==> config.mk <==
export PLATFORM = sky130hd
export DESIGN_NAME = build_script_lexer_unit
export DESIGN_NICKNAME = d
export VERILOG_FILES = /design/src/rtl/bsl_pkg.sv /design/src/rtl/build_script_lexer_unit.sv
export SDC_FILE = /design/constraint.sdc
export NUM_CORES = 1
export LEC_CHECK = 0
export ABC_AREA = 1
export BUFFER_PORTS_ARGS = -buffer_cell sky130_fd_sc_hd__clkbuf_2
export CORE_ASPECT_RATIO = 0.9
export CORE_UTILIZATION = 25
export DETAILED_ROUTE_END_ITERATION = 8
export PLACE_DENSITY = 0.49
export SYNTH_ARGS = -nofsm -noshare
export SYNTH_HDL_FRONTEND = slang
export SYNTH_SLANG_ARGS = --single-unit
==> constraint.sdc <==
create_clock -name aclk -period 10.1 [get_ports aclk]
set_input_delay 2.02 -clock aclk [delete_from_list [all_inputs] [get_ports aclk]]
set_output_delay 2.02 -clock aclk [all_outputs]
set_load 0.1 [all_outputs]
==> src/rtl/bsl_pkg.sv <==
// ----------------------------------------------------------------------------
// bsl_pkg: build script lexer shared definitions
// Lexer modes, token kinds, error codes, character codes and keyword tables.
// ----------------------------------------------------------------------------
package bsl_pkg;

    // lexer modes, one-hot
    typedef enum logic [7:0] {
        LX_NORMAL    = 8'b0000_0001,
        LX_IDENT     = 8'b0000_0010,
        LX_STRING    = 8'b0000_0100,
        LX_SLASH     = 8'b0000_1000,
        LX_LINECOM   = 8'b0001_0000,
        LX_BLOCK     = 8'b0010_0000,
        LX_BLOCKSTAR = 8'b0100_0000,
        LX_DISCARD   = 8'b1000_0000
    } lex_mode_t;

    // token kinds
    localparam logic [4:0] KIND_DOT     = 5'd0;
    localparam logic [4:0] KIND_ASSIGN  = 5'd1;
    localparam logic [4:0] KIND_LCURLY  = 5'd2;
    localparam logic [4:0] KIND_RCURLY  = 5'd3;
    localparam logic [4:0] KIND_LPAREN  = 5'd4;
    localparam logic [4:0] KIND_RPAREN  = 5'd5;
    localparam logic [4:0] KIND_BANG    = 5'd6;
    localparam logic [4:0] KIND_PROJECT = 5'd7;
    localparam logic [4:0] KIND_LIBRARY = 5'd8;
    localparam logic [4:0] KIND_RECURSE = 5'd9;
    localparam logic [4:0] KIND_STATIC  = 5'd10;
    localparam logic [4:0] KIND_DYNAMIC = 5'd11;
    localparam logic [4:0] KIND_TRUE    = 5'd12;
    localparam logic [4:0] KIND_FALSE   = 5'd13;
    localparam logic [4:0] KIND_IF      = 5'd14;
    localparam logic [4:0] KIND_ELSE    = 5'd15;
    localparam logic [4:0] KIND_STRING  = 5'd16;
    localparam logic [4:0] KIND_IDENT   = 5'd17;
    localparam logic [4:0] KIND_END     = 5'd18;

    // error codes
    localparam logic [1:0] ERR_NONE        = 2'd0;
    localparam logic [1:0] ERR_BAD_CHAR    = 2'd1;
    localparam logic [1:0] ERR_OPEN_STRING = 2'd2;
    localparam logic [1:0] ERR_OPEN_BLOCK  = 2'd3;

    // character codes
    localparam logic [7:0] CH_NUL    = 8'h00;
    localparam logic [7:0] CH_TAB    = 8'h09;
    localparam logic [7:0] CH_LF     = 8'h0A;
    localparam logic [7:0] CH_VT     = 8'h0B;
    localparam logic [7:0] CH_FF     = 8'h0C;
    localparam logic [7:0] CH_CR     = 8'h0D;
    localparam logic [7:0] CH_SPACE  = 8'h20;
    localparam logic [7:0] CH_BANG   = 8'h21;
    localparam logic [7:0] CH_DQUOTE = 8'h22;
    localparam logic [7:0] CH_HASH   = 8'h23;
    localparam logic [7:0] CH_LPAREN = 8'h28;
    localparam logic [7:0] CH_RPAREN = 8'h29;
    localparam logic [7:0] CH_STAR   = 8'h2A;
    localparam logic [7:0] CH_COMMA  = 8'h2C;
    localparam logic [7:0] CH_DOT    = 8'h2E;
    localparam logic [7:0] CH_SLASH  = 8'h2F;
    localparam logic [7:0] CH_SEMI   = 8'h3B;
    localparam logic [7:0] CH_EQUALS = 8'h3D;
    localparam logic [7:0] CH_LCURLY = 8'h7B;
    localparam logic [7:0] CH_RCURLY = 8'h7D;

    localparam logic [15:0] LINE_MAX = 16'hFFFF;
    localparam logic [3:0]  ILEN_MAX = 4'd15;

    // keyword tables
    localparam int NUM_KW = 10;
    localparam int KW_MAX = 9;
    localparam logic [NUM_KW-1:0] KW_ALL = '1;

    localparam logic [7:0] KW_TEXT [NUM_KW][KW_MAX] = '{
        '{"P", "r", "o", "j", "e", "c", "t", CH_NUL, CH_NUL},
        '{"L", "i", "b", "r", "a", "r", "y", CH_NUL, CH_NUL},
        '{"r", "e", "c", "u", "r", "s", "i", "v", "e"},
        '{"i", "t", "e", "r", "a", "t", "e", CH_NUL, CH_NUL},
        '{"s", "t", "a", "t", "i", "c", CH_NUL, CH_NUL, CH_NUL},
        '{"d", "y", "n", "a", "m", "i", "c", CH_NUL, CH_NUL},
        '{"t", "r", "u", "e", CH_NUL, CH_NUL, CH_NUL, CH_NUL, CH_NUL},
        '{"f", "a", "l", "s", "e", CH_NUL, CH_NUL, CH_NUL, CH_NUL},
        '{"i", "f", CH_NUL, CH_NUL, CH_NUL, CH_NUL, CH_NUL, CH_NUL, CH_NUL},
        '{"e", "l", "s", "e", CH_NUL, CH_NUL, CH_NUL, CH_NUL, CH_NUL}
    };
    localparam logic [3:0] KW_LEN [NUM_KW] = '{
        4'd7, 4'd7, 4'd9, 4'd7, 4'd6, 4'd7, 4'd4, 4'd5, 4'd2, 4'd4
    };
    localparam logic [4:0] KW_KIND [NUM_KW] = '{
        KIND_PROJECT, KIND_LIBRARY, KIND_RECURSE, KIND_RECURSE, KIND_STATIC,
        KIND_DYNAMIC, KIND_TRUE, KIND_FALSE, KIND_IF, KIND_ELSE
    };

    // one result beat
    typedef struct packed {
        logic [4:0]  kind;
        logic [15:0] start;
        logic [15:0] length;
        logic [15:0] line;
        logic [1:0]  err;
        logic [7:0]  bad;
        logic        last;
    } result_t;

    function automatic result_t make_result(input logic [4:0] kind,
                                            input logic [15:0] start,
                                            input logic [15:0] length,
                                            input logic [15:0] line,
                                            input logic [1:0] err,
                                            input logic [7:0] bad);
        result_t r;
        r.kind   = kind;
        r.start  = start;
        r.length = length;
        r.line   = line;
        r.err    = err;
        r.bad    = bad;
        r.last   = 1'b0;
        return r;
    endfunction

    function automatic logic is_alpha(input logic [7:0] c);
        return (c >= "a" && c <= "z") || (c >= "A" && c <= "Z") || c == "_";
    endfunction

    function automatic logic is_ident(input logic [7:0] c);
        return is_alpha(c) || (c >= "0" && c <= "9");
    endfunction

    // drop keywords that cannot match once char c sits at offset idx
    function automatic logic [NUM_KW-1:0] kw_match(input logic [NUM_KW-1:0] mask,
                                                   input logic [3:0] idx,
                                                   input logic [7:0] c);
        logic [NUM_KW-1:0] m;
        m = mask;
        for (int k = 0; k < NUM_KW; k++) begin
            if (idx >= KW_LEN[k]) begin
                m[k] = 1'b0;
            end else if (KW_TEXT[k][idx] != c) begin
                m[k] = 1'b0;
            end
        end
        return m;
    endfunction

    // first surviving keyword of the right length, else identifier
    function automatic logic [4:0] ident_kind(input logic [NUM_KW-1:0] mask,
                                              input logic [3:0] len);
        logic [4:0] kind;
        kind = KIND_IDENT;
        for (int k = NUM_KW - 1; k >= 0; k--) begin
            if (mask[k] && KW_LEN[k] == len) begin
                kind = KW_KIND[k];
            end
        end
        return kind;
    endfunction

endpackage

==> src/rtl/build_script_lexer_unit.sv <==
// ----------------------------------------------------------------------------
// build_script_lexer_unit: build script lexer
// Scans source bytes into punctuation, string, identifier, keyword and end tokens.
// ----------------------------------------------------------------------------
//  channel | dir | tdata                  | tuser      | tlast
//  s_      | in  | char_code              | -          | end_of_text
//  m_      | out | start,length,line,err,  | token_kind | last_of_run
//          |     | bad_byte               |            |
//
//  One byte per cycle while the queue has room: an input register feeds the
//  scanner, which commits at most two tokens per byte into a four-entry result queue.
//  Input stalls while the queue has fewer than two free slots; the output
//  moves one beat per cycle, so once the queue backs up each byte that yields
//  two tokens holds the input back, and a stalled sink stalls the input.
//  An input beat passes the input register, then the result queue, to the output.
//  Reset (aresetn low, synchronous) empties both stages and restarts scanning.
//  An end-of-text beat (or a zero byte) also restarts the scanner state.
// ----------------------------------------------------------------------------
module build_script_lexer_unit #(
    parameter int POSITION_BITS = 16
) (
    input  logic        aclk,
    input  logic        aresetn,
    input  logic        s_tvalid,
    output logic        s_tready,
    input  logic [7:0]  s_tdata,   // [7:0] char_code
    input  logic        s_tlast,
    output logic        m_tvalid,
    input  logic        m_tready,
    output logic [63:0] m_tdata,   // [15:0] start, [31:16] length, [47:32] line,
                                   // [49:48] error_code, [57:50] bad_byte
    output logic [4:0]  m_tuser,   // [4:0] token_kind
    output logic        m_tlast
);

    localparam int QDEPTH = 4;
    localparam int QBITS  = $clog2(QDEPTH);

    // input stage
    logic       in_valid_reg;
    logic [7:0] in_char_reg;
    logic       in_eot_reg;

    // scanner state
    bsl_pkg::lex_mode_t            mode_reg, mode_next;
    logic [POSITION_BITS-1:0]      pos_reg, pos_next;
    logic [POSITION_BITS-1:0]      tbegin_reg, tbegin_next;
    logic [15:0]                   line_reg, line_next;
    logic [15:0]                   tline_reg, tline_next;
    logic [bsl_pkg::NUM_KW-1:0]    mask_reg, mask_next;
    logic [3:0]                    ilen_reg, ilen_next;

    // result queue
    bsl_pkg::result_t  queue_reg [QDEPTH];
    logic [QBITS-1:0]  wr_ptr_reg, rd_ptr_reg;
    logic [QBITS:0]    count_reg;

    logic                     fire, pop, eot;
    logic                     to_normal;
    logic [POSITION_BITS-1:0] len;
    logic [15:0]              pos16;
    bsl_pkg::result_t         res_a, res_b, slot0, slot1;
    logic                     va, vb;
    logic [1:0]               n_push;

    assign fire     = in_valid_reg && (count_reg <= (QBITS+1)'(QDEPTH - 2));
    assign s_tready = !in_valid_reg || fire;
    assign pop      = m_tvalid && m_tready;

    assign eot   = in_eot_reg || (in_char_reg == bsl_pkg::CH_NUL);
    assign len   = pos_reg - tbegin_reg;
    assign pos16 = 16'(pos_reg);

    always_ff @(posedge aclk) begin
        if (!aresetn) begin
            in_valid_reg <= 1'b0;
        end else if (s_tready) begin
            in_valid_reg <= s_tvalid;
        end
    end

    always_ff @(posedge aclk) begin
        if (s_tready && s_tvalid) begin
            in_char_reg <= s_tdata;
            in_eot_reg  <= s_tlast;
        end
    end

    // scanner: mode handling gives res_a, the fresh-byte path gives res_b
    always_comb begin
        mode_next   = mode_reg;
        tbegin_next = tbegin_reg;
        line_next   = line_reg;
        tline_next  = tline_reg;
        mask_next   = mask_reg;
        ilen_next   = ilen_reg;
        to_normal   = 1'b0;
        va          = 1'b0;
        vb          = 1'b0;
        res_a       = '0;
        res_b       = '0;

        unique case (mode_reg)
            bsl_pkg::LX_IDENT: begin
                if (eot || !bsl_pkg::is_ident(in_char_reg)) begin
                    va        = 1'b1;
                    res_a     = bsl_pkg::make_result(
                                    bsl_pkg::ident_kind(mask_reg, ilen_reg),
                                    16'(tbegin_reg), 16'(len), tline_reg,
                                    bsl_pkg::ERR_NONE, 8'h00);
                    mode_next = bsl_pkg::LX_NORMAL;
                    to_normal = 1'b1;
                end else begin
                    mask_next = bsl_pkg::kw_match(mask_reg, ilen_reg, in_char_reg);
                    ilen_next = (ilen_reg == bsl_pkg::ILEN_MAX) ? ilen_reg
                                                                : ilen_reg + 4'd1;
                end
            end
            bsl_pkg::LX_STRING: begin
                if (eot) begin
                    va    = 1'b1;
                    res_a = bsl_pkg::make_result(bsl_pkg::KIND_END, 16'(tbegin_reg),
                                16'(len), tline_reg, bsl_pkg::ERR_OPEN_STRING, 8'h00);
                end else if (in_char_reg == bsl_pkg::CH_DQUOTE) begin
                    va        = 1'b1;
                    res_a     = bsl_pkg::make_result(bsl_pkg::KIND_STRING,
                                    16'(tbegin_reg), 16'(len), tline_reg,
                                    bsl_pkg::ERR_NONE, 8'h00);
                    mode_next = bsl_pkg::LX_NORMAL;
                end
            end
            bsl_pkg::LX_SLASH: begin
                if (!eot && in_char_reg == bsl_pkg::CH_SLASH) begin
                    mode_next = bsl_pkg::LX_LINECOM;
                end else if (!eot && in_char_reg == bsl_pkg::CH_STAR) begin
                    mode_next = bsl_pkg::LX_BLOCK;
                end else begin
                    // lone slash
                    va        = 1'b1;
                    res_a     = bsl_pkg::make_result(bsl_pkg::KIND_END,
                                    16'(tbegin_reg), 16'd0, tline_reg,
                                    bsl_pkg::ERR_BAD_CHAR, bsl_pkg::CH_SLASH);
                    mode_next = bsl_pkg::LX_DISCARD;
                end
            end
            bsl_pkg::LX_LINECOM: begin
                if (eot || in_char_reg == bsl_pkg::CH_LF) begin
                    mode_next = bsl_pkg::LX_NORMAL;
                    to_normal = 1'b1;
                end
            end
            bsl_pkg::LX_BLOCK, bsl_pkg::LX_BLOCKSTAR: begin
                if (eot) begin
                    va    = 1'b1;
                    res_a = bsl_pkg::make_result(bsl_pkg::KIND_END, 16'(tbegin_reg),
                                16'd0, tline_reg, bsl_pkg::ERR_OPEN_BLOCK, 8'h00);
                end else if (mode_reg == bsl_pkg::LX_BLOCKSTAR &&
                             in_char_reg == bsl_pkg::CH_SLASH) begin
                    mode_next = bsl_pkg::LX_NORMAL;
                end else if (in_char_reg == bsl_pkg::CH_STAR) begin
                    mode_next = bsl_pkg::LX_BLOCKSTAR;
                end else begin
                    mode_next = bsl_pkg::LX_BLOCK;
                end
            end
            bsl_pkg::LX_DISCARD: begin
            end
            default: begin
                to_normal = 1'b1;
            end
        endcase

        if (to_normal) begin
            if (eot) begin
                vb    = 1'b1;
                res_b = bsl_pkg::make_result(bsl_pkg::KIND_END, pos16, 16'd0,
                            line_reg, bsl_pkg::ERR_NONE, 8'h00);
            end else begin
                case (in_char_reg) inside
                    bsl_pkg::CH_SEMI, bsl_pkg::CH_COMMA,
                    bsl_pkg::CH_SPACE, bsl_pkg::CH_TAB, bsl_pkg::CH_CR,
                    bsl_pkg::CH_FF, bsl_pkg::CH_VT: begin
                    end
                    bsl_pkg::CH_HASH: begin
                        mode_next = bsl_pkg::LX_LINECOM;
                    end
                    bsl_pkg::CH_SLASH: begin
                        tbegin_next = pos_reg;
                        tline_next  = line_reg;
                        mode_next   = bsl_pkg::LX_SLASH;
                    end
                    bsl_pkg::CH_DQUOTE: begin
                        tbegin_next = pos_reg + POSITION_BITS'(1);
                        tline_next  = line_reg;
                        mode_next   = bsl_pkg::LX_STRING;
                    end
                    bsl_pkg::CH_LF: begin
                        if (line_reg != bsl_pkg::LINE_MAX) begin
                            line_next = line_reg + 16'd1;
                        end
                    end
                    bsl_pkg::CH_DOT: begin
                        vb    = 1'b1;
                        res_b = bsl_pkg::make_result(bsl_pkg::KIND_DOT, pos16, 16'd1,
                                    line_reg, bsl_pkg::ERR_NONE, 8'h00);
                    end
                    bsl_pkg::CH_EQUALS: begin
                        vb    = 1'b1;
                        res_b = bsl_pkg::make_result(bsl_pkg::KIND_ASSIGN, pos16, 16'd1,
                                    line_reg, bsl_pkg::ERR_NONE, 8'h00);
                    end
                    bsl_pkg::CH_LCURLY: begin
                        vb    = 1'b1;
                        res_b = bsl_pkg::make_result(bsl_pkg::KIND_LCURLY, pos16, 16'd1,
                                    line_reg, bsl_pkg::ERR_NONE, 8'h00);
                    end
                    bsl_pkg::CH_RCURLY: begin
                        vb    = 1'b1;
                        res_b = bsl_pkg::make_result(bsl_pkg::KIND_RCURLY, pos16, 16'd1,
                                    line_reg, bsl_pkg::ERR_NONE, 8'h00);
                    end
                    bsl_pkg::CH_LPAREN: begin
                        vb    = 1'b1;
                        res_b = bsl_pkg::make_result(bsl_pkg::KIND_LPAREN, pos16, 16'd1,
                                    line_reg, bsl_pkg::ERR_NONE, 8'h00);
                    end
                    bsl_pkg::CH_RPAREN: begin
                        vb    = 1'b1;
                        res_b = bsl_pkg::make_result(bsl_pkg::KIND_RPAREN, pos16, 16'd1,
                                    line_reg, bsl_pkg::ERR_NONE, 8'h00);
                    end
                    bsl_pkg::CH_BANG: begin
                        vb    = 1'b1;
                        res_b = bsl_pkg::make_result(bsl_pkg::KIND_BANG, pos16, 16'd1,
                                    line_reg, bsl_pkg::ERR_NONE, 8'h00);
                    end
                    default: begin
                        if (bsl_pkg::is_alpha(in_char_reg)) begin
                            tbegin_next = pos_reg;
                            tline_next  = line_reg;
                            mask_next   = bsl_pkg::kw_match(bsl_pkg::KW_ALL, 4'd0,
                                                            in_char_reg);
                            ilen_next   = 4'd1;
                            mode_next   = bsl_pkg::LX_IDENT;
                        end else begin
                            vb        = 1'b1;
                            res_b     = bsl_pkg::make_result(bsl_pkg::KIND_END, pos16,
                                            16'd0, line_reg, bsl_pkg::ERR_BAD_CHAR,
                                            in_char_reg);
                            mode_next = bsl_pkg::LX_DISCARD;
                        end
                    end
                endcase
            end
        end

        // every end mark restarts the scanner, whatever the mode
        if (eot) begin
            mode_next   = bsl_pkg::LX_NORMAL;
            pos_next    = '0;
            tbegin_next = '0;
            line_next   = 16'd1;
            tline_next  = 16'd1;
            mask_next   = bsl_pkg::KW_ALL;
            ilen_next   = 4'd0;
        end else begin
            pos_next = pos_reg + POSITION_BITS'(1);
        end
    end

    // pack up to two results, last flag on the final one
    always_comb begin
        slot0  = va ? res_a : res_b;
        slot1  = res_b;
        n_push = {1'b0, va} + {1'b0, vb};
        slot0.last = !(va && vb);
        slot1.last = 1'b1;
    end

    always_ff @(posedge aclk) begin
        if (!aresetn) begin
            mode_reg   <= bsl_pkg::LX_NORMAL;
            pos_reg    <= '0;
            tbegin_reg <= '0;
            line_reg   <= 16'd1;
            tline_reg  <= 16'd1;
            mask_reg   <= bsl_pkg::KW_ALL;
            ilen_reg   <= 4'd0;
        end else if (fire) begin
            mode_reg   <= mode_next;
            pos_reg    <= pos_next;
            tbegin_reg <= tbegin_next;
            line_reg   <= line_next;
            tline_reg  <= tline_next;
            mask_reg   <= mask_next;
            ilen_reg   <= ilen_next;
        end
    end

    always_ff @(posedge aclk) begin
        if (fire && n_push != 2'd0) begin
            queue_reg[wr_ptr_reg] <= slot0;
        end
        if (fire && n_push == 2'd2) begin
            queue_reg[wr_ptr_reg + QBITS'(1)] <= slot1;
        end
    end

    always_ff @(posedge aclk) begin
        if (!aresetn) begin
            wr_ptr_reg <= '0;
            rd_ptr_reg <= '0;
            count_reg  <= '0;
        end else begin
            if (fire) begin
                wr_ptr_reg <= wr_ptr_reg + QBITS'(n_push);
            end
            if (pop) begin
                rd_ptr_reg <= rd_ptr_reg + QBITS'(1);
            end
            count_reg <= count_reg + (QBITS+1)'(fire ? n_push : 2'd0)
                                   - (QBITS+1)'(pop);
        end
    end

    assign m_tvalid = (count_reg != '0);
    assign m_tuser  = queue_reg[rd_ptr_reg].kind;
    assign m_tlast  = queue_reg[rd_ptr_reg].last;
    assign m_tdata  = {6'd0,
                       queue_reg[rd_ptr_reg].bad,
                       queue_reg[rd_ptr_reg].err,
                       queue_reg[rd_ptr_reg].line,
                       queue_reg[rd_ptr_reg].length,
                       queue_reg[rd_ptr_reg].start};

    // queue never overfills
    a_queue_bound: assert property (@(posedge aclk) disable iff (!aresetn)
        count_reg <= (QBITS+1)'(QDEPTH))
        else $error("result queue overflow");

    // an end-of-text beat leaves the scanner at its start state
    a_eot_restart: assert property (@(posedge aclk) disable iff (!aresetn)
        (fire && eot) |=> (pos_reg == '0 && line_reg == 16'd1 &&
                           mode_reg == bsl_pkg::LX_NORMAL))
        else $error("scanner not restarted after end of text");

    // an identifier in progress always has at least one byte
    a_ident_len: assert property (@(posedge aclk) disable iff (!aresetn)
        (mode_reg == bsl_pkg::LX_IDENT) |-> (ilen_reg != 4'd0))
        else $error("identifier mode with empty identifier");

    // reset returns the scanner to normal mode at position zero
    a_reset_state: assert property (@(posedge aclk)
        !aresetn |=> (mode_reg == bsl_pkg::LX_NORMAL && pos_reg == '0 &&
                      count_reg == '0))
        else $error("bad state after reset");

endmodule
; After elaboration in Yosys (flattened, before gate mapping)
; Memories as Yosys holds them, arrays and structs flattened. A register that Yosys moved wholly into a read port is not among the register bits.
; Index checks and enable logic that the tools add are counted.
[totals]
latch_bits = 0
inputBits = 13
rom_bits = 1280
ramBits = 256
memories = 11
ff_bits = 103
[memory_table]
columns = name, depth, word_bits, read_ports, rd_clocked_by_memory_dff, wr, line
row1 = queue_reg, 4, 64, 1, 1, 2, build_script_lexer_unit.sv:54  ; bsl_pkg::result_t queue_reg [QDEPTH];
row2 = (no name shown), 16, 8, 1, 0, 0, bsl_pkg.sv:141  ; end else if (KW_TEXT[k][idx] != c) begin
row3 = (no name shown), 16, 8, 1, 0, 0, bsl_pkg.sv:141
row4 = (no name shown), 16, 8, 1, 0, 0, bsl_pkg.sv:141
row5 = (no name shown), 16, 8, 1, 0, 0, bsl_pkg.sv:141
row6 = (no name shown), 16, 8, 1, 0, 0, bsl_pkg.sv:141
row7 = 5 more memories, -, -, -, -, -, -
[classes]
n_mux = 210
addsub = 10
n_reduce_logical = 45
div_mod_pow = 0
order_cmp = 14
mul = 0
bitwise_logic = 1
n_eq_ne = 67
n_shift = 0
[ops]
columns = operator, n
row1 = $mux 64, 22
row2 = $mux 16, 39
row3 = $mux 8, 41
row4 = $pmux 64 s4, 1
row5 = $mux 10, 17
row6 = $eq 8x6->1 const B, 13
row7 = $ne 8x8->1, 10
row8 = $mux 4, 18
row9 = $ne 7x8->1 const A, 9
row10 = $mux 1, 55
row11 = $mux 5, 10
row12 = $eq 8x4->1 const B, 6
row13 = $pmux 8 s5, 1
row14 = $add 16x1->16 const B, 2
row15 = $eq 8x7->1 const B, 4
row16 = $ne 4x4->1 const B, 8
row17 = $logic_and 1x1->1, 22
row18 = $eq 3x4->1 const A, 4
row19 = $ge 4x3->1 const B, 4
row20 = $ge 8x7->1 const B, 2
row21 = $le 8x7->1 const B, 2
row22 = $ne 16x16->1 const B, 1
row23 = $sub 16x16->16, 1
row24 = $reduce_and 13->1, 1
row25 = other kinds (36), 54

; Logic depth before layout (Yosys ltp)
; Gate-level depths: netlist of run 1.
[depth]
ltp_word = 24
ltp_mapped = 24
depth_no_buf = 21

; Least setup slack after synthesis of run 1
; Ideal clock, no wire load.
[synth_timing]
kind = register to output
startpoint = reg with a tool-made name
endpoint = out m_tdata[25]
setup_slack_ns = 5.094
path_buffers = 2
stages_incl_launch_ff = 5
arrival_time_ns = 2.986
path_cell_list = dfxtp_1 -> clkbuf_1 -> clkbuf_1 -> nor2_1 -> o21ai_0
[synth_lines]
columns = item, line
row1 = "end, declared", build_script_lexer_unit.sv:30  ; output logic [63:0] m_tdata,

==> summary.txt, run 1 <==
STA
  – Unrepaired setup endpoints after global routing: false
  – Pins over their slew limit: 0
  – Max-slew headroom: 0.359
  – Final setup viols: 0
  – Fin crit share: 0.625
  – Layout Skew: 31.9 ps
  – Maximum clock rate: between 150 and 200 MHz
  – Final WS setup: 3790 ps
  – Final min period: 6310 ps
  – Hold Vio Cnt, Final: 0
  – Slew at the pin closest to its max-slew limit: 952 ps
  – Setup TNS: 0 ps

Place
  – Final RePlAce weighted congestion: slightly below 0.9
  – Port bufs: 78
  – Final HPWL DP: 50000 um
  – Cell total after placement: 3830
  – Dpl ws: about 3900 ps

Worst setup path
  – Crit path max-delay cell type: inv_2
  – Family with the most delay on the worst path: buffers and inverters
  – CP endpoint kind: flip-flop
  – Cell Chain, Critical Path: nor2_2 -> nand2_1 -> o21bai_4 -> buf_4 -> inv_2 -> nand2_2 -> nand2_1 -> nand2_2 -> nor2_4 -> buf_4 -> inv_2 -> ha_1 -> inv_1 -> nor2_1 -> inv_2 -> nor3_2 -> nor2_1 -> buf_4 -> inv_2 -> buf_4
  – CP peak stage delay: 660 ps
  – CP startpoint kind: flip-flop
  – Worst setup path category: reg2reg
  – CP required: 10340 ps
  – CP Max Fanout: 44
  – Worst Path Buf+Inv: 9
  – Critical Path AT: about 6600 ps

Drt
  – Antenna Nets Post-Route: 0
  – Routed WL: between 70000 and 80000 um
  – Drt pass-1 iters: 5
  – Via density: 4.90
  – WL/cell: 18.7 um
  – Vias post-DR: 19100
  – DRC violations left: 0
  – DRT iter0 DRCs: 1805

Synthesis
  – Post-synth EDFFs: 193
  – Synth area leaders: edfxtp_1 (28%), dfxtp_1 (16%), nand2_1 (13%), nand3_1 (6.9%), o21ai_0 (6.9%)
  – Async set or reset register ratio after synthesis: 0
  – Share of the synthesized area in the top cell type: 0.282
  – Post-synthesis sequential area ratio: 0.445
  – Synth area leader: edfxtp_1
  – Top FF cell, synth: edfxtp_1
  – Synth warn: 0
  – Syn_area_per_cell: 7.32 um2
  – Cells after Synth: 2809
  – Distinct cell type count after synthesis: 48
  – Synth Cell Area: 20600 um2
  – #FFs+latches synth: 361

Finish
  – Largest register FFs: approximately 260
  – Final layout net count: 2860
  – Total area of sequential cells: 9160 um2
  – Fraction of layout instances using a drive strength above 1: 0.0903
  – P&R area growth vs syn: 13.4%
  – Diode count: 0
  – Multi-input logic area: 10000 um2
  – Fill count: between 8000 and 9000
  – Fin cells: 3906

Clock network
  – Clock sink total: 361
  – H-tree depth: 2
  – TritonCTS clock tree: done
  – CTS resizes: 0
  – CTS root buffer: clkbuf_16
  – Reg clk slew, reported paths: roughly 60 ps
  – Clock Latency Late Sink: 600 ps
  – Hold_buf cts: 0
  – Max Root-Sink Buffers: 3
  – # Post-CTS Setup Buffers: 0
  – Number of CTS-inserted buffers: 41

Global routing
  – Largest net degree at the start of global routing: 71
  – Total GRT Usage: 0.172
  – Grt total ovfl: 0
  – Antenna violations before repair: 4
  – First-pass GRT wire length: 111000 um
  – Vias in the first global route: 17800

Die
  – Die W: 304 um
  – Initial Util: 0.253
  – Total die area: around 83000 um2
  – Row Count: 99
  – Core area: roughly 81000 um2
  – I/O Pins: 85
  – Die height: roughly 270 um

Power and ir drop
  – Power per cell area: about 220 nW/um2
  – Leakage: approximately 9.4 nW
  – VDD IR max: between 0.1 and 0.15 mV

Job
  – Max-Cap Viols: 0

Status
  – Run status: completed

Worst hold path
  – Worst Hold Class: reg2reg
[cells by family after synthesis]
kind of cell | count (synthesis) | synth area share
flops | 361 | 0.445
buf+inv | 355 | 0.0704
fa+ha+maj | 34 | 0.0214
other cells | 1 | 0.000182
simple gates | 1442 | 0.292
compound gates | 558 | 0.146
xor+xnor | 58 | 0.0247
[layout make-up]
| cell class | instances | area share |
|---|---|---|
| Inverter | 200 | 0.0323 |
| Clock buffer | 59 | 0.0518 |
| Clock inverter | 17 | 0.00928 |
| Sequential cell | 361 | 0.393 |
| Tap cell | 1060 | 0.0569 |
| Timing Repair Buffer | 111 | 0.0274 |
| Multi-Input combinational cell | 2098 | 0.430 |
[cell usage after synthesis (2+ instances only)]
cell type    n
nand2_1    717
nor2_1     342
nand4_1     18
nor4_1       5
fa_1         2
inv_2       19
edfxtp_1   193
buf_2       20
o21ai_2      8
o21ai_1     62
o21ai_0    283
a21oi_1    106
o211ai_1     6
nand3b_1     5
inv_1      176
or2_2       12
nand2_2     10
nor3_1      32
o31ai_1      3
clkinv_1     5
nand3_1    284
xnor2_1      2
nor2_4       2
o22ai_1     75
clkbuf_1   101
a21boi_0     2
xor2_1      56
nand3_2      3
buf_1       11
buf_4       22
a2bb2oi_1    5
dfxtp_1    168
nor2_2       8
ha_1        32
[layer usage]
metal | routed length (um) | up-vias | global-route usage
met2 | 31200 | 589 | 0.262
li1 | - | 9419 | -
met4 | 2380 | 2 | 0.0631
met5 | 11 | - | 0
met3 | 4030 | 99 | 0.0216
met1 | 35300 | 9023 | 0.246
[cell usage in the layout, fill, tap and decap left out, types with 6 or more instances in the layout]
master       n
clkbuf_2    78
nor2_1     342
a21oi_1    106
dfxtp_1    166
o211ai_1     6
nand4_1     18
or2_2       12
nor2_2       8
o21ai_2      8
nor3_2       7
inv_2       24
buf_4       33
o21ai_1     62
clkinv_1     6
o22ai_1     75
nand2_2     11
clkbuf_1    10
inv_1      170
ha_1        32
nand2_1    716
conb_1       6
clkinv_2     8
nand3_1    284
o21ai_0    283
xor2_1      56
edfxtp_1   193
clkbuf_16   44
nor3_1      25
[tightest hold or removal path, stage by stage (launching register included)]
cell and delay [ps]:
dfxtp_1 320, nand2_1 50, o21ai_0 50
[stage by stage]
step	hold slack [ps]	util	total power (W)	instance area, um2
6_report	452	0.287	0.00512	23300
5_1_grt	465	0.287	0.00533	23300
4_1_cts	455	0.287	0.00517	23300
3_5_place_dp	440	0.270	0.00357	21900
3_3_place_gp	433	0.270	0.00358	21900
2_1_floorplan	423	-	0.00316	20600
[worst paths after layout]
| kind | from | cells past startpoint | endpoint | slack, ps |
|---|---|---|---|---|
| max | in_char_reg[2] | 20 | queue_reg[2][19] | 3790 |
| min reg2reg | queue_reg[1][37] | 2 | queue_reg[1][37] | 450 |
| max reg2reg | in_char_reg[2] | 20 | queue_reg[2][19] | 3790 |
| min | queue_reg[1][37] | 2 | queue_reg[1][37] | 450 |
[power by group]
| group | internal [W] | switching [W] |
|---|---|---|
| combinational | 0.000281 | 0.00154 |
| clock | 0.000920 | 0.000671 |
| sequential | 0.00163 | 0.0000766 |
(Power assumes the default switching activity.)
==> run 2: changes to the inputs <==
Settings changed: ABC_AREA 1 to 0, PLACE_DENSITY 0.49 to 0.5.
Clock period 10.1 ns to 5.45 ns, I/O delays scaled along.
==> run 2 against run 1 <==
Non-clock buffer count up 24. Sequential power is 83% higher. Synthesized area decreased by 4.1%. Clock skew shrank 12 ps. Setup slack got worse by 3100 ps. Critical path depth decreased by 6. Sequential share of layout area up 1.5 points. Via count fell by 17%. Clock power up 76%. Critical path type unchanged. Power up 62%. Routed wire length is 12% lower. Combinational power grew 31%.
==> summary.txt, run 2 <==
Worst setup path
  – Worst setup path category: reg2reg
  – CP required: approximately 5800 ps
  – Reg2Reg Setup Slack: approximately 640 ps
  – R2r worst-path depth: 14
  – Crit path max-delay cell type: or4b_1
  – Cell Chain, Critical Path: or4b_1 -> nor3_4 -> nand2b_1 -> a21oi_2 -> a211o_1 -> buf_4 -> inv_2 -> ha_1 -> nor3_1 -> buf_4 -> nor2_1 -> buf_4 -> inv_2 -> buf_12
  – Most used cell, CP: buf_4
  – CP endpoint kind: flip-flop
  – CP Max Fanout: 27
  – CP peak stage delay: 780 ps
  – Critical Path AT: 5110 ps
  – R2r startpoint: in_char_reg[4]
  – RR Endpoint: queue_reg[3][13]
  – CP startpoint kind: flip-flop

Clock network
  – Clock sink total: approximately 360
  – H-tree depth: 2
  – Clock Latency Late Sink: 580 ps
  – # Post-CTS Setup Buffers: 0
  – CTS root buffer: clkbuf_16
  – Reg clk slew, reported paths: 60 ps
  – Hold_buf cts: 0
  – Number of CTS-inserted buffers: between 40 and 50
  – CTS resizes: 0
  – TritonCTS clock tree: done
  – Max Root-Sink Buffers: 3

STA
  – Final min period: slightly below 5000 ps
  – Maximum clock rate: roughly 210 MHz
  – Layout Skew: 19.7 ps
  – Unrepaired setup endpoints after global routing: false
  – Max-slew headroom: 0.132
  – Hold Vio Cnt, Final: 0
  – Setup TNS: 0 ps
  – Final setup viols: 0
  – Slew at the pin closest to its max-slew limit: ~1300 ps
  – Fin crit share: 0.883
  – Pins over their slew limit: 0

Drt
  – Vias post-DR: 15900
  – Drt pass-1 iters: 6
  – Routed WL: 64400 um
  – DRC violations left: 0
  – WL/cell: 21.8 um
  – Antenna Nets Post-Route: 0
  – DRT iter0 DRCs: 1496
  – Via density: 5.37

Synthesis
  – Post-synthesis sequential area ratio: 0.464
  – Share of the synthesized area in the top cell type: 0.294
  – Async set or reset register ratio after synthesis: 0
  – Synth area leader: edfxtp_1
  – Post-synth EDFFs: 193
  – Syn_area_per_cell: 10.5 um2
  – Synth area leaders: edfxtp_1 (29%), dfxtp_1 (17%), mux4_2 (7.3%), a32o_1 (6.5%), nand2_1 (4.0%)
  – Top FF cell, synth: edfxtp_1
  – Synth warn: 0
  – Most common cell in the netlist: nand2_1
  – Cells after Synth: 1880
  – #FFs+latches synth: 361
  – Distinct cell type count after synthesis: 91
  – Commonest cells post-synth: nand2_1 (211), edfxtp_1 (193), dfxtp_1 (168)
  – Synth Cell Area: roughly 20000 um2

Worst hold path
  – Hold Path Stages: 2
  – Worst Hold Class: reg2reg
  – Hold Startpoint: queue_reg[0][30]
  – WHS Endpoint: queue_reg[0][30]

Place
  – Final HPWL DP: 42100 um
  – Final RePlAce weighted congestion: 0.882
  – Port bufs: 78

Job
  – Max-Cap Viols: 0

Finish
  – Final layout net count: 1930
  – Fraction of layout instances using a drive strength above 1: 0.162
  – P&R area growth vs syn: 13.9%
  – Post-layout util: 0.288
  – Most frequent cells in the layout: nand2_1 (211), edfxtp_1 (193), dfxtp_1 (166)
  – Largest register FFs: 256
  – Diode count: 0
  – Most common library cell in the layout ignoring fill and taps: nand2_1

Global routing
  – Largest net degree at the start of global routing: 101
  – Vias in the first global route: 15600
  – First-pass GRT wire length: 97300 um
  – Total GRT Usage: 0.157
  – Antenna violations before repair: 1
  – Grt total ovfl: 0

Power and ir drop
  – Power, Total: between 0.008 and 0.009 W
  – Leakage: approximately 7.3 nW
  – VDD IR max: 0.213 mV
  – Power per cell area: 370 nW/um2

Die
  – Initial Util: 0.253
  – Die height: 268 um
  – Die W: between 200 and 300 um
  – Total die area: between 80000 and 90000 um2
  – Row Count: 97
  – Core area: 77900 um2
  – I/O Pins: 85

Status
  – Run status: completed
[run 2: worst max path at each step]
stage / start / end / slack [ps] / depth (start not counted)
2_1_floorplan: in_char_reg[0] / queue_reg[3][11] / 500 / 14
3_5_place_dp: in_char_reg[4] / queue_reg[3][0] / 680 / 15
6_report: in_char_reg[4] / queue_reg[3][13] / 640 / 14
4_1_cts: in_char_reg[4] / queue_reg[3][0] / 650 / 15
5_1_grt: in_char_reg[5] / queue_reg[3][0] / 400 / 15
3_3_place_gp: in_char_reg[4] / queue_reg[3][0] / 780 / 15
[run 2: layer usage]
metal | track usage | part of all wire
met1 | 0.219 | 0.46
met2 | 0.255 | 0.47
met3 | 0.0190 | 0.055
met4 | 0.0423 | 0.019
met5 | 0 | 0.00017
[run 2: stage by stage]
step	cell area, um2	setup slack (ps)	hold WS (ps)	cells
final	22500	639	451	2957
after global routing	22500	400	473	2957
after CTS	22500	645	453	2957
after detailed placement	21100	682	440	2877
after global placement	21100	782	429	2877
after floorplan	19700	499	420	1885
[run 2: cells by family (layout without fill, tap and decap cells)]
kind of cell             Yosys count  count (layout)  share of synthesized area
AO/OA/AOI/OAI                    505             505                      0.193
XOR/XNOR                          64              64                     0.0284
adder cells (fa/ha/maj)           34              34                     0.0223
buffers and inverters            224             257                     0.0504
flip-flops                       361             361                      0.464
multiplexers                     109             109                     0.0960
other                              1               6                   0.000190
AND/OR/NAND/NOR                  582             582                      0.145
[run 2: layout make-up]
type	instances	area, um2
Fill cell	8213	55500
Multi-Input combinational cell	1300	9610
Sequential cell	361	9170
Tap cell	1039	1300
Clock buffer	63	1210
Timing Repair Buffer	135	856
Inverter	42	158
Clock inverter	17	150
[run 2: power breakdown]
part           switching [W]  total [W]  leakage (nW)  internal [W]
logic                0.00183    0.00238          3.63      0.000552
registers           0.000160    0.00313          3.00       0.00297
clock network        0.00119    0.00280         0.667       0.00161
total                0.00318    0.00831          7.29       0.00513
[run 2: critical path, delay by kind of cell (launching register included)]
kind / cells / cell delay (ps)
AOI/OAI and AO/OA: 2 / 530
adders and majority gates: 1 / 410
buffers and inverters: 6 / 1370
DFF: 1 / 600
and+or+nand+nor: 5 / 1600
==> run 3: changes to the inputs <==
Settings changed: CORE_UTILIZATION 25 to 30, PLACE_DENSITY 0.5 to 0.56, SLEW_MARGIN from default to 5.
==> run 3 against run 2 <==
Largest power group unchanged. Via count is 0.23% lower. Design area is 1.2% lower. Highest routed layer is now met4. Critical path depth is 1 lower. Maximum frequency is 4.1% higher. Register-to-register slack better by 190 ps. First-iteration DRC count is 18% higher.
==> summary.txt, run 3 (synthesis results as in run 2) <==
STA
  – Max-slew headroom: 0.307
  – Final setup viols: 0
  – Pins over their slew limit: 0
  – Final min period: 4620 ps
  – Slew at the pin closest to its max-slew limit: 1040 ps
  – Hold Vio Cnt, Final: 0
  – Fin crit share: 0.848
  – Setup TNS: 0 ps
  – Maximum clock rate: roughly 220 MHz
  – Unrepaired setup endpoints after global routing: false
  – Layout Skew: 35.9 ps

Die
  – Total die area: roughly 67000 um2
  – Initial Util: 0.306
  – Die W: approximately 270 um
  – Row Count: 88
  – Die height: 245 um
  – Core area: 64500 um2
  – I/O Pins: 85

Global routing
  – First-pass GRT wire length: 94200 um
  – Antenna violations before repair: 0
  – Vias in the first global route: 15400
  – Total GRT Usage: 0.180
  – Largest net degree at the start of global routing: between 90 and 100
  – Grt total ovfl: 0

Finish
  – Fill count: 6530
  – Most common library cell in the layout ignoring fill and taps: nand2_1
  – Most frequent cells in the layout: nand2_1 (211), edfxtp_1 (193), dfxtp_1 (166)
  – Fin area: between 20000 and 25000 um2
  – Fraction of layout instances using a drive strength above 1: 0.160
  – Total area of sequential cells: 9170 um2
  – Multi-input logic area: approximately 9600 um2
  – P&R area growth vs syn: 12.5%
  – Final layout net count: slightly below 2000
  – Largest register FFs: 256
  – Diode count: 0

Worst setup path
  – Critical Path AT: 5040 ps
  – R2r startpoint: in_char_reg[3]
  – Most used cell, CP: buf_4
  – Worst setup path category: reg2reg
  – CP required: 5870 ps
  – Crit path max-delay cell type: edfxtp_1
  – CP endpoint kind: flip-flop
  – CP startpoint kind: flip-flop
  – Cell Chain, Critical Path: nor2b_1 -> nor4_1 -> nor3_1 -> buf_4 -> nand3_1 -> a22oi_2 -> inv_1 -> ha_1 -> or4_1 -> buf_4 -> nor2_2 -> buf_4 -> a32o_1
  – CP peak stage delay: 1000 ps
  – CP Max Fanout: 32
  – Setup crit start: in_char_reg[3]

Place
  – Port bufs: a little under 80
  – Final HPWL DP: about 40000 um
  – DP Area: 20900 um2
  – Final RePlAce weighted congestion: 0.859

Clock network
  – Number of CTS-inserted buffers: 41
  – TritonCTS clock tree: done
  – CTS resizes: 0
  – H-tree depth: 2
  – # Post-CTS Setup Buffers: 0
  – Clock Latency Late Sink: 580 ps
  – Reg clk slew, reported paths: 60 ps
  – Clock sink total: about 360
  – Max Root-Sink Buffers: 3
  – Hold_buf cts: 0
  – CTS root buffer: clkbuf_16

Power and ir drop
  – Power per cell area: 371 nW/um2
  – VDD IR max: 0.269 mV
  – Leakage: 7.26 nW

Drt
  – Antenna Nets Post-Route: 0
  – Via density: approximately 5.7
  – DRC violations left: 0
  – Vias post-DR: 15800
  – Drt pass-1 iters: 5
  – Routed WL: 61500 um
  – DRT iter0 DRCs: 1760
  – WL/cell: 22.2 um

Worst hold path
  – Worst Hold Class: reg2reg
  – Hold Startpoint: queue_reg[3][33]

Job
  – Max-Cap Viols: 0

Status
  – Run status: completed
## run 3: cell types whose count changed in the layout (fill, tap and decap cells not counted), sizes merged
| cell | previous run | this run |
|---|---|---|
| buf | 57 | 56 |
| bufinv | 1 | 2 |
| clkbuf | 141 | 138 |
| clkinv | 14 | 11 |
| clkinvlp | 1 | 3 |
| inv | 43 | 42 |
## run 3: layout make-up
cell class,count,area share
timing repair buffer,134,0.0393
multi-input combinational,1300,0.433
clock inverter,16,0.00738
tap,855,0.0482
clock buffer,60,0.0519
inverter,42,0.00710
sequential,361,0.413
## run 3: through the flow
stage / setup WS [ps] / instances / hold WS, ps / utilization / total power [W]
2_1_floorplan: 499 / 1885 / 420 / - / 0.00504
3_3_place_gp: 988 / 2692 / 429 / 0.324 / 0.00556
3_5_place_dp: 938 / 2692 / 441 / 0.324 / 0.00556
4_1_cts: 912 / 2768 / 454 / 0.344 / 0.00831
5_1_grt: 644 / 2768 / 480 / 0.344 / 0.00851
6_report: 828 / 2768 / 453 / 0.344 / 0.00824
## run 3: worst max-delay path: cells and delay by family (launching register included)
family | cells | cell delay [ps]
simple gates | 6 | 1730
flops | 1 | 1000
buf+inv | 4 | 920
compound gates | 2 | 450
fa+ha+maj | 1 | 310
## run 3: final timing paths
check                     endpoint  slack [ps]  cells past startpoint
setup / recovery  queue_reg[0][21]         830                     13
hold / removal    queue_reg[3][33]         450                      2
setup reg to reg  queue_reg[0][21]         830                     13
hold reg to reg   queue_reg[3][33]         450                      2
## run 3: metal layers
metal / track usage / vias up / wire length [um]
li1: - / 7215 / -
met1: 0.248 / 7956 / 27400
met2: 0.295 / 587 / 29300
met3: 0.0236 / 80 / 3500
met4: 0.0492 / 0 / 1210
met5: 0 / - / 0
## run 3: report_power, final
part | leakage, nW | total, W | internal, W | switching, W
clock | 0.637 | 0.00275 | 0.00158 | 0.00118
combinational | 3.63 | 0.00235 | 0.000556 | 0.00179
sequential | 3.00 | 0.00314 | 0.00297 | 0.000175
total | 7.26 | 0.00824 | 0.00510 | 0.00314
